**src/mps_pkg.sv**
```systemverilog
// Shared types, constants and the arctangent step table of the metaball shader.
// Used by the controller, the datapath and the top level.
package mps_pkg;

    localparam int MPS_MAX_BLOBS   = 8;
    localparam int MPS_IDX_W       = $clog2(MPS_MAX_BLOBS);
    localparam int MPS_SUPERSAMPLE = 2;
    localparam int MPS_STEP_W      = 6;

    localparam logic [MPS_STEP_W-1:0] MPS_SQRT_LAST = 6'd16;
    localparam logic [MPS_STEP_W-1:0] MPS_DDIV_LAST = 6'd24;
    localparam logic [MPS_STEP_W-1:0] MPS_CDIV_LAST = 6'd40;
    localparam logic [MPS_STEP_W-1:0] MPS_ATAN_LAST = 6'd15;

    localparam logic [15:0] MPS_THRESH    = 16'd51;
    localparam logic [15:0] MPS_FIELD_MAX = 16'hFFFF;

    localparam logic [1:0] MPS_REG_COLOR = 2'd0;
    localparam logic [1:0] MPS_REG_SCALE = 2'd1;
    localparam logic [1:0] MPS_REG_COUNT = 2'd2;

    typedef enum logic [16:0] {
        S_IDLE  = 17'h00001,
        S_DIFF  = 17'h00002,
        S_SQX   = 17'h00004,
        S_SQY   = 17'h00008,
        S_SQRT  = 17'h00010,
        S_DINIT = 17'h00020,
        S_DDIV  = 17'h00040,
        S_CHK   = 17'h00080,
        S_CUBE1 = 17'h00100,
        S_CUBE2 = 17'h00200,
        S_DEN   = 17'h00400,
        S_CINIT = 17'h00800,
        S_CDIV  = 17'h01000,
        S_ACC   = 17'h02000,
        S_AINIT = 17'h04000,
        S_ATAN  = 17'h08000,
        S_OUT   = 17'h10000
    } t_state;

    typedef enum logic [4:0] {
        OP_NONE,
        OP_LOAD,
        OP_START,
        OP_DIFF,
        OP_SQX,
        OP_SQY,
        OP_SQRT,
        OP_DINIT,
        OP_DDIV,
        OP_CUBE1,
        OP_CUBE2,
        OP_DEN,
        OP_CINIT,
        OP_CDIV,
        OP_ACC,
        OP_AINIT,
        OP_ATAN,
        OP_OUT
    } t_op;

    typedef struct packed {
        t_op                   op;
        logic [MPS_STEP_W-1:0] step;
        logic [MPS_IDX_W-1:0]  blob;
    } t_cmd;

    typedef struct packed {
        logic       far;
        logic       lit;
        logic [3:0] count;
    } t_status;

    // Rotation angles in units where a right angle is 65536.
    function automatic logic signed [17:0] mps_atan_step(input logic [3:0] i);
        logic signed [17:0] v;
        case (i)
            4'd0:    v = 18'sd32768;
            4'd1:    v = 18'sd19344;
            4'd2:    v = 18'sd10221;
            4'd3:    v = 18'sd5188;
            4'd4:    v = 18'sd2604;
            4'd5:    v = 18'sd1303;
            4'd6:    v = 18'sd652;
            4'd7:    v = 18'sd326;
            4'd8:    v = 18'sd163;
            4'd9:    v = 18'sd81;
            4'd10:   v = 18'sd41;
            4'd11:   v = 18'sd20;
            4'd12:   v = 18'sd10;
            4'd13:   v = 18'sd5;
            4'd14:   v = 18'sd3;
            default: v = 18'sd1;
        endcase
        return v;
    endfunction

endpackage

```
**src/mps_ctrl.sv**
```systemverilog
// Sequencer of the metaball shader: walks the blobs and the iterative units.
// Depends on mps_pkg; drives mps_datapath through t_cmd.
module mps_ctrl
    import mps_pkg::*;
(
    input  logic    i_clk,
    input  logic    i_rst_n,
    input  logic    i_start,
    input  logic    i_action,
    input  t_status i_status,
    output t_cmd    o_cmd,
    output logic    o_busy
);

    t_state                r_state, n_state;
    logic [MPS_STEP_W-1:0] r_cnt, n_cnt;
    logic [MPS_IDX_W-1:0]  r_k, n_k;
    logic                  w_more;

    assign w_more = (4'({1'b0, r_k}) + 4'd1) < i_status.count;
    assign o_busy = (r_state != S_IDLE);

    always_comb begin
        n_state    = r_state;
        n_cnt      = r_cnt;
        n_k        = r_k;
        o_cmd.op   = OP_NONE;
        o_cmd.step = r_cnt;
        o_cmd.blob = r_k;
        unique case (r_state)
            S_IDLE: begin
                if (i_start) begin
                    if (i_action) begin
                        o_cmd.op = OP_START;
                        n_k      = '0;
                        n_state  = (i_status.count == 4'd0) ? S_AINIT : S_DIFF;
                    end else begin
                        o_cmd.op = OP_LOAD;
                    end
                end
            end
            S_DIFF: begin
                o_cmd.op = OP_DIFF;
                n_state  = S_SQX;
            end
            S_SQX: begin
                o_cmd.op = OP_SQX;
                n_state  = S_SQY;
            end
            S_SQY: begin
                o_cmd.op = OP_SQY;
                n_cnt    = '0;
                n_state  = S_SQRT;
            end
            S_SQRT: begin
                o_cmd.op = OP_SQRT;
                if (r_cnt == MPS_SQRT_LAST) begin
                    n_state = S_DINIT;
                end else begin
                    n_cnt = r_cnt + 6'd1;
                end
            end
            S_DINIT: begin
                o_cmd.op = OP_DINIT;
                n_cnt    = '0;
                n_state  = S_DDIV;
            end
            S_DDIV: begin
                o_cmd.op = OP_DDIV;
                if (r_cnt == MPS_DDIV_LAST) begin
                    n_state = S_CHK;
                end else begin
                    n_cnt = r_cnt + 6'd1;
                end
            end
            S_CHK: begin
                // A blob beyond the cut-off distance adds nothing.
                if (!i_status.far) begin
                    n_state = S_CUBE1;
                end else if (w_more) begin
                    n_k     = r_k + 1'b1;
                    n_state = S_DIFF;
                end else begin
                    n_state = S_AINIT;
                end
            end
            S_CUBE1: begin
                o_cmd.op = OP_CUBE1;
                n_state  = S_CUBE2;
            end
            S_CUBE2: begin
                o_cmd.op = OP_CUBE2;
                n_state  = S_DEN;
            end
            S_DEN: begin
                o_cmd.op = OP_DEN;
                n_state  = S_CINIT;
            end
            S_CINIT: begin
                o_cmd.op = OP_CINIT;
                n_cnt    = '0;
                n_state  = S_CDIV;
            end
            S_CDIV: begin
                o_cmd.op = OP_CDIV;
                if (r_cnt == MPS_CDIV_LAST) begin
                    n_state = S_ACC;
                end else begin
                    n_cnt = r_cnt + 6'd1;
                end
            end
            S_ACC: begin
                o_cmd.op = OP_ACC;
                if (w_more) begin
                    n_k     = r_k + 1'b1;
                    n_state = S_DIFF;
                end else begin
                    n_state = S_AINIT;
                end
            end
            S_AINIT: begin
                o_cmd.op = OP_AINIT;
                n_cnt    = '0;
                n_state  = i_status.lit ? S_ATAN : S_OUT;
            end
            S_ATAN: begin
                o_cmd.op = OP_ATAN;
                if (r_cnt == MPS_ATAN_LAST) begin
                    n_state = S_OUT;
                end else begin
                    n_cnt = r_cnt + 6'd1;
                end
            end
            S_OUT: begin
                o_cmd.op = OP_OUT;
                n_state  = S_IDLE;
            end
            default: begin
                n_state = S_IDLE;
            end
        endcase
    end

    always_ff @(posedge i_clk) begin
        if (!i_rst_n) begin
            r_state <= S_IDLE;
            r_cnt   <= '0;
            r_k     <= '0;
        end else begin
            r_state <= n_state;
            r_cnt   <= n_cnt;
            r_k     <= n_k;
        end
    end

endmodule

```
**config.mk**
```make
export PLATFORM = sky130hd
export DESIGN_NAME = mps_ctrl
export DESIGN_NICKNAME = d
export VERILOG_FILES = /design/src/mps_pkg.sv /design/src/mps_ctrl.sv
export SDC_FILE = /design/constraint.sdc
export NUM_CORES = 1
export LEC_CHECK = 0
export ABC_AREA = 0
export BUFFER_PORTS_ARGS = -buffer_cell sky130_fd_sc_hd__buf_2
export CORE_UTILIZATION = 60
export DETAILED_ROUTE_END_ITERATION = 6
export PLACE_DENSITY = 0.93
export SETUP_SLACK_MARGIN = 0.1
export SLEW_MARGIN = 20
export SYNTH_ARGS = -nofsm -noshare
export SYNTH_HDL_FRONTEND = slang
export SYNTH_SLANG_ARGS = --single-unit
export TNS_END_PERCENT = 1
```
**constraint.sdc**
```tcl
create_clock -name i_clk -period 4.25 [get_ports i_clk]
set_input_delay 0.425 -clock i_clk [delete_from_list [all_inputs] [get_ports i_clk]]
set_output_delay 0.425 -clock i_clk [all_outputs]
set_load 0.05 [all_outputs]
```
==> flow_summary.toml, run 1 <==
[run_status]
status = "finished, violations left"
violations = "DRC"

[sta]
period_share = 0.791
relSlewSlack = 0.424
setup_ws_ns = 0.890
drv_slew = 0
period_needed_ns = 3.36
worst_pin_slew_ns = 0.858
fin_setup_tns_ns = 0
fmax_ghz = 0.298
hold_violations = 0
fin_skew_ns = 0.0131
rsz0062_at_grt = "false"
setup_viol = 0

[logic_synthesis]
synth_fa_ha_area_frac = 0.0403
yosys-top-cells-area = "dfxtp_1, nor2_1, nand4_1"
synth_top_area_cell = "dfxtp_1"
synth-edff-count = 0
synth-xor-area-share = 0.0188
synth_top_family_by_area = "simple AND/OR/NAND/NOR gates"
yosys_warnings = 0
seq_area_frac_synth = 0.279
syn_nets = 259
synth-seq-cells = 26
avgSynthCellArea_um2 = 7.67
synth.most_common_cell = "dfxtp_1"
synthMuxAreaShare = 0
synth_common_cells = "dfxtp_1, nor2_1, nand2_1, inv_1"
synth-simple-area-share = 0.437
ys_types = 52
synth_cells = 243
synth-compound-area-share = 0.166
synth_top_area_frac = 0.279
synthArstFlopShare = 0
ys.flop_type = "dfxtp_1"
synth_area_mm2 = 0.00186

[grt]
grt_antenna_before_repair = 0
grt_util_all_layers = 0.309
grt_pass1_wl_um = 8070
grt_overflow = 0
grt_start_max_net_pins = 17
grt_pass1_vias = 1736

[route]
remaining_drc_errors = 1
avgRoutedWirePerCell_um = 17.1
drtPass1Iterations = 7
vias = 2014
viasPerCell = 6.92
ant_nets = 0
routed_wirelength_um = 4970
drt-initial-drc-count = 272

[floorplan]
chipWidth_um = 57.7
coreArea_mm2 = 0.00285
boundaryPins = 25
fp.dieH_um = 57.7
dieArea_mm2 = 0.00333
fp-row-count = 19
initial_core_util = 0.654

[cells_and_area]
area_delta_synth_final_pct = 8.72
diodes = 0
drive_above_1_share = 0.150
fin_nets = 277
fill_cells = 251

[worst_setup_path]
cp_top_family = "simple AND/OR/NAND/NOR gates"
setup.worst_path.class = "reg2out"
crit_chain = "or4_1, nor4_1, nand4b_1, and3_1, and4b_1, o311ai_0, buf_2"
required_ns = 3.83
path_buf_inv = 1
critical_path_arrival_ns = 2.94
max_stage_delay_ns = 0.70
cp-startpoint = "r_state[6]$_SDFFE_PN0P_"
cp_max_fo = 8
worst_setup_path_start_kind = "register"
slowest_stage = "or4_1"
worstSetupEndpointType = "primary output"
r2r-start = "r_state[1]$_SDFFE_PN0P_"

[clock_network]
htree_levels = 1
cts_setup_buffers = 0
cts_num_sinks = 26
cts_buffers = 3
clockRootBuffer = "clkbuf_4"
clock_path_buffers = 2
cts_resized = 0
clk-insertion-delay-late_ns = 0.34
cts.reportedPaths.clkPinSlew_ns = 0.15
postCtsHoldBufs = 0
cts_tree = "yes"

[placement]
pre_cts_ws_ns = 1.33
dpl.hpwl_um = 3780
gp_congestion = 1.02
numPortBuffers = 24

[power]
power_density_mw_per_mm2 = 336
ir_drop_v = 0.000229
power_leakage_uw = 0.000877
power.total_uw = 681

[hold_path]
min_path_type = "in2reg"
hp-start = "i_status[5]"

[flow_run]
cap_violations = 0
state kept, by name, indices dropped and copies added, names as in the netlist:
name / cells
r_k: 3
r_cnt: 6
r_state: 17
cell usage in the layout (no fill, tap or decap), types with 4 or more instances in the layout:
cell	n
dfxtp_1	26
and3_1	12
inv_1	14
nor4b_1	7
o22ai_1	4
nor2b_1	4
o21ai_0	5
buf_2	24
or3_1	5
nor3_1	12
nor4_1	6
nand2_1	15
ha_1	6
nor2_1	24
a21oi_1	13
or4_1	7
nand3_1	12
nand4_1	13
through the flow:
stage / hold slack [ns] / utilization / instances / area [µm²]
5_1_grt: 0.263 / 0.711 / 291 / 2030
3_3_place_gp: 0.510 / 0.692 / 287 / 1970
6_report: 0.278 / 0.711 / 291 / 2030
4_1_cts: 0.280 / 0.711 / 291 / 2030
3_5_place_dp: 0.523 / 0.692 / 287 / 1970
2_1_floorplan: 0.481 / - / 243 / 1860
routing by layer:
layer / vias up / routed length [µm] / global-route usage
li1: 964 / - / -
met1: 925 / 2220 / 0.453
met2: 112 / 2180 / 0.452
met3: 13 / 463 / 0.0491
met4: 0 / 100 / 0.126
met5: - / 0 / 0
logic make-up (layout without fill, tap and decap cells):
kind of cell | count (synthesis) | count (layout)
buf+inv | 26 | 43
fa+ha+maj | 6 | 6
flops | 26 | 26
xor+xnor | 4 | 4
simple gates | 137 | 137
compound gates | 44 | 44
power by group:
group | switching (µW) | internal (µW)
sequential | 10.3 | 253
combinational | 173 | 72.5
clock | 77.4 | 95.6
total | 261 | 421
worst paths after layout:
check | to | slack, ns | depth (start not counted)
worst max-delay path | o_cmd[9] | 0.89 | 7
worst min-delay path | r_state[8]$_SDFFE_PN0P_ | 0.28 | 2
worst max register to register | r_cnt[5]$_SDFFE_PN0P_ | 1.38 | 6
worst min register to register | r_k[1]$_SDFFE_PN0P_ | 0.54 | 2
final cells by class:
| cell class | instances | area [µm²] | share of cell area |
|---|---|---|---|
| clock inverter | 1 | 30.0 | 0.0148 |
| inverter | 14 | 52.6 | 0.0259 |
| timing repair buffer | 25 | 128 | 0.0630 |
| sequential | 26 | 520 | 0.257 |
| clock buffer | 3 | 22.5 | 0.0111 |
| multi-input combinational | 191 | 1230 | 0.609 |
| tap | 31 | 38.8 | 0.0191 |
Note: power is estimated with default switching activity, not from simulation.
==> inputs of run 2 (changes only) <==
Settings changed: ABC_AREA 0 to 1, CORE_UTILIZATION 60 to 53, PLACE_DENSITY 0.93 to 0.86.
Clock period 4.25 ns to 3 ns, I/O delays scaled along.
==> flow_summary.toml, run 2 <==
[logic_synthesis]
yosys-top-cells-area = "dfxtp_1, nand2_1, nor2_1"
avgSynthCellArea_um2 = 6.30
synth_cells = 361
seq_area_frac_synth = 0.229
synth_top_area_cell = "dfxtp_1"
synth_top_area_frac = 0.229
yosys_warnings = 0
synth-seq-cells = 26
ys.flop_type = "dfxtp_1"
synthArstFlopShare = 0
synth.most_common_cell = "nand2_1"
synth-edff-count = 0
synth_area_mm2 = 0.00227
synth_common_cells = "nand2_1, nor2_1, inv_1, nand3_1, dfxtp_1"
syn_nets = 377
ys_types = 35

[grt]
grt_util_all_layers = 0.259
grt_start_max_net_pins = 24
grt_overflow = 0
grt_antenna_before_repair = 0
grt_pass1_wl_um = 9030
grt_pass1_vias = 1996

[sta]
setup_ws_ns = 0.555
period_needed_ns = 2.44
worst_pin_slew_ns = 0.559
rsz0062_at_grt = "false"
holdWs_ns = 0.285
fin_setup_tns_ns = 0
period_share = 0.815
setup_viol = 0
relSlewSlack = 0.625
fmax_ghz = 0.409
hold_violations = 0
fin_skew_ns = 0.00843
drv_slew = 0

[clock_network]
clockRootBuffer = "clkbuf_8"
htree_levels = 1
cts.reportedPaths.clkPinSlew_ns = 0.10
cts_tree = "yes"
cts_buffers = 3
clock_path_buffers = 2
cts_setup_buffers = 0
cts_resized = 0
postCtsHoldBufs = 0
clk-insertion-delay-late_ns = 0.28
cts_num_sinks = 26

[worst_setup_path]
reg2reg_depth = 11
timing.reg2reg.setup_slack_ns = 1.00
setup.worst_path.class = "reg2out"
cp-startpoint = "r_state[14]$_SDFFE_PN0P_"
worst_setup_path_start_kind = "register"
cp_max_fo = 23
r2r-start = "r_state[14]$_SDFFE_PN0P_"
critical_path_arrival_ns = 2.14
r2r-end = "r_state[14]$_SDFFE_PN0P_"
required_ns = 2.70
worstSetupEndpointType = "primary output"

[route]
vias = 2314
routed_wirelength_um = 5420
drt-initial-drc-count = 175
drtPass1Iterations = 5
remaining_drc_errors = 0
viasPerCell = 5.37
avgRoutedWirePerCell_um = 12.6
ant_nets = 0

[floorplan]
dieArea_mm2 = 0.00456
coreArea_mm2 = 0.00406
fp.dieH_um = 67.5
boundaryPins = 25
fp-row-count = 23
initial_core_util = 0.561
chipWidth_um = 67.5

[cells_and_area]
largestRegisters = "r_state x17, r_cnt x6, r_k x3"
utilization = 0.600
drive_above_1_share = 0.192
area_delta_synth_final_pct = 7.10
diodes = 0
fin_nets = 399
largest_register = "r_state"
final_cell_mix = "nand2_1, nor2_1, inv_1"
largest_reg_flops = 17
layout_commonest_cell = "nand2_1"

[hold_path]
min_to = "r_state[0]$_SDFFE_PN1P_"
min_path_type = "in2reg"
hp-start = "i_rst_n"
whs_path_depth = 2

[placement]
dpl.hpwl_um = 4270
gp_congestion = 0.935
numPortBuffers = 24
pre_cts_ws_ns = 0.891

[run_status]
status = "finished clean"

[power]
power_density_mw_per_mm2 = 472
ir_drop_v = 0.000261
power.total_uw = 1150
power_leakage_uw = 0.00127

[flow_run]
cap_violations = 0
## run 2: worst max-delay path: stages (launching register included)
cell	delay, ns
dfxtp_1	0.38
nor2_4	0.18
nand2_4	0.10
nor2_8	0.34
nand3_1	0.24
nand2_2	0.18
nor2_1	0.08
nand2_2	0.09
buf_2	0.27
## run 2: area by class of cell
type | instances | area, µm²
Multi-Input combinational cell | 277 | 1500
Inverter | 51 | 191
Tap cell | 50 | 62.6
Timing Repair Buffer | 24 | 120
Fill cell | 395 | 1620
Clock buffer | 3 | 41.3
Sequential cell | 26 | 520
## run 2: logic make-up after synthesis
family,share of synthesized area
flip-flops,0.229
AND/OR/NAND/NOR,0.579
AO/OA/AOI/OAI,0.0363
XOR/XNOR,0.0116
adder cells (fa/ha/maj),0.0330
buffers and inverters,0.112
## run 2: through the flow
stage,std cells,area (µm²)
5_1_grt,431,2440
3_3_place_gp,428,2390
4_1_cts,431,2440
2_1_floorplan,361,2270
6_report,431,2440
3_5_place_dp,428,2390
## run 2: where the power goes
group / switching, µW / internal [µW]
Clock: 119 / 90.3
Combinational: 392 / 160
Sequential: 21.6 / 366
Total: 533 / 616
## run 2: worst max path at each step
stage,to,slack [ns],depth (start not counted)
final,o_cmd[11],0.56,8
after CTS,o_cmd[9],0.57,7
after detailed placement,o_cmd[9],0.89,7
after floorplan,o_cmd[9],0.84,7
after global routing,o_cmd[9],0.43,7
after global placement,o_cmd[9],0.94,7
## run 2: routing by layer
metal  global-route usage  vias up  wire (µm)
li1                     -     1193          -
met1                0.357     1028       2480
met2                0.410       79       2460
met3               0.0287       14        349
met4               0.0931        0        131
met5                    0        -          0
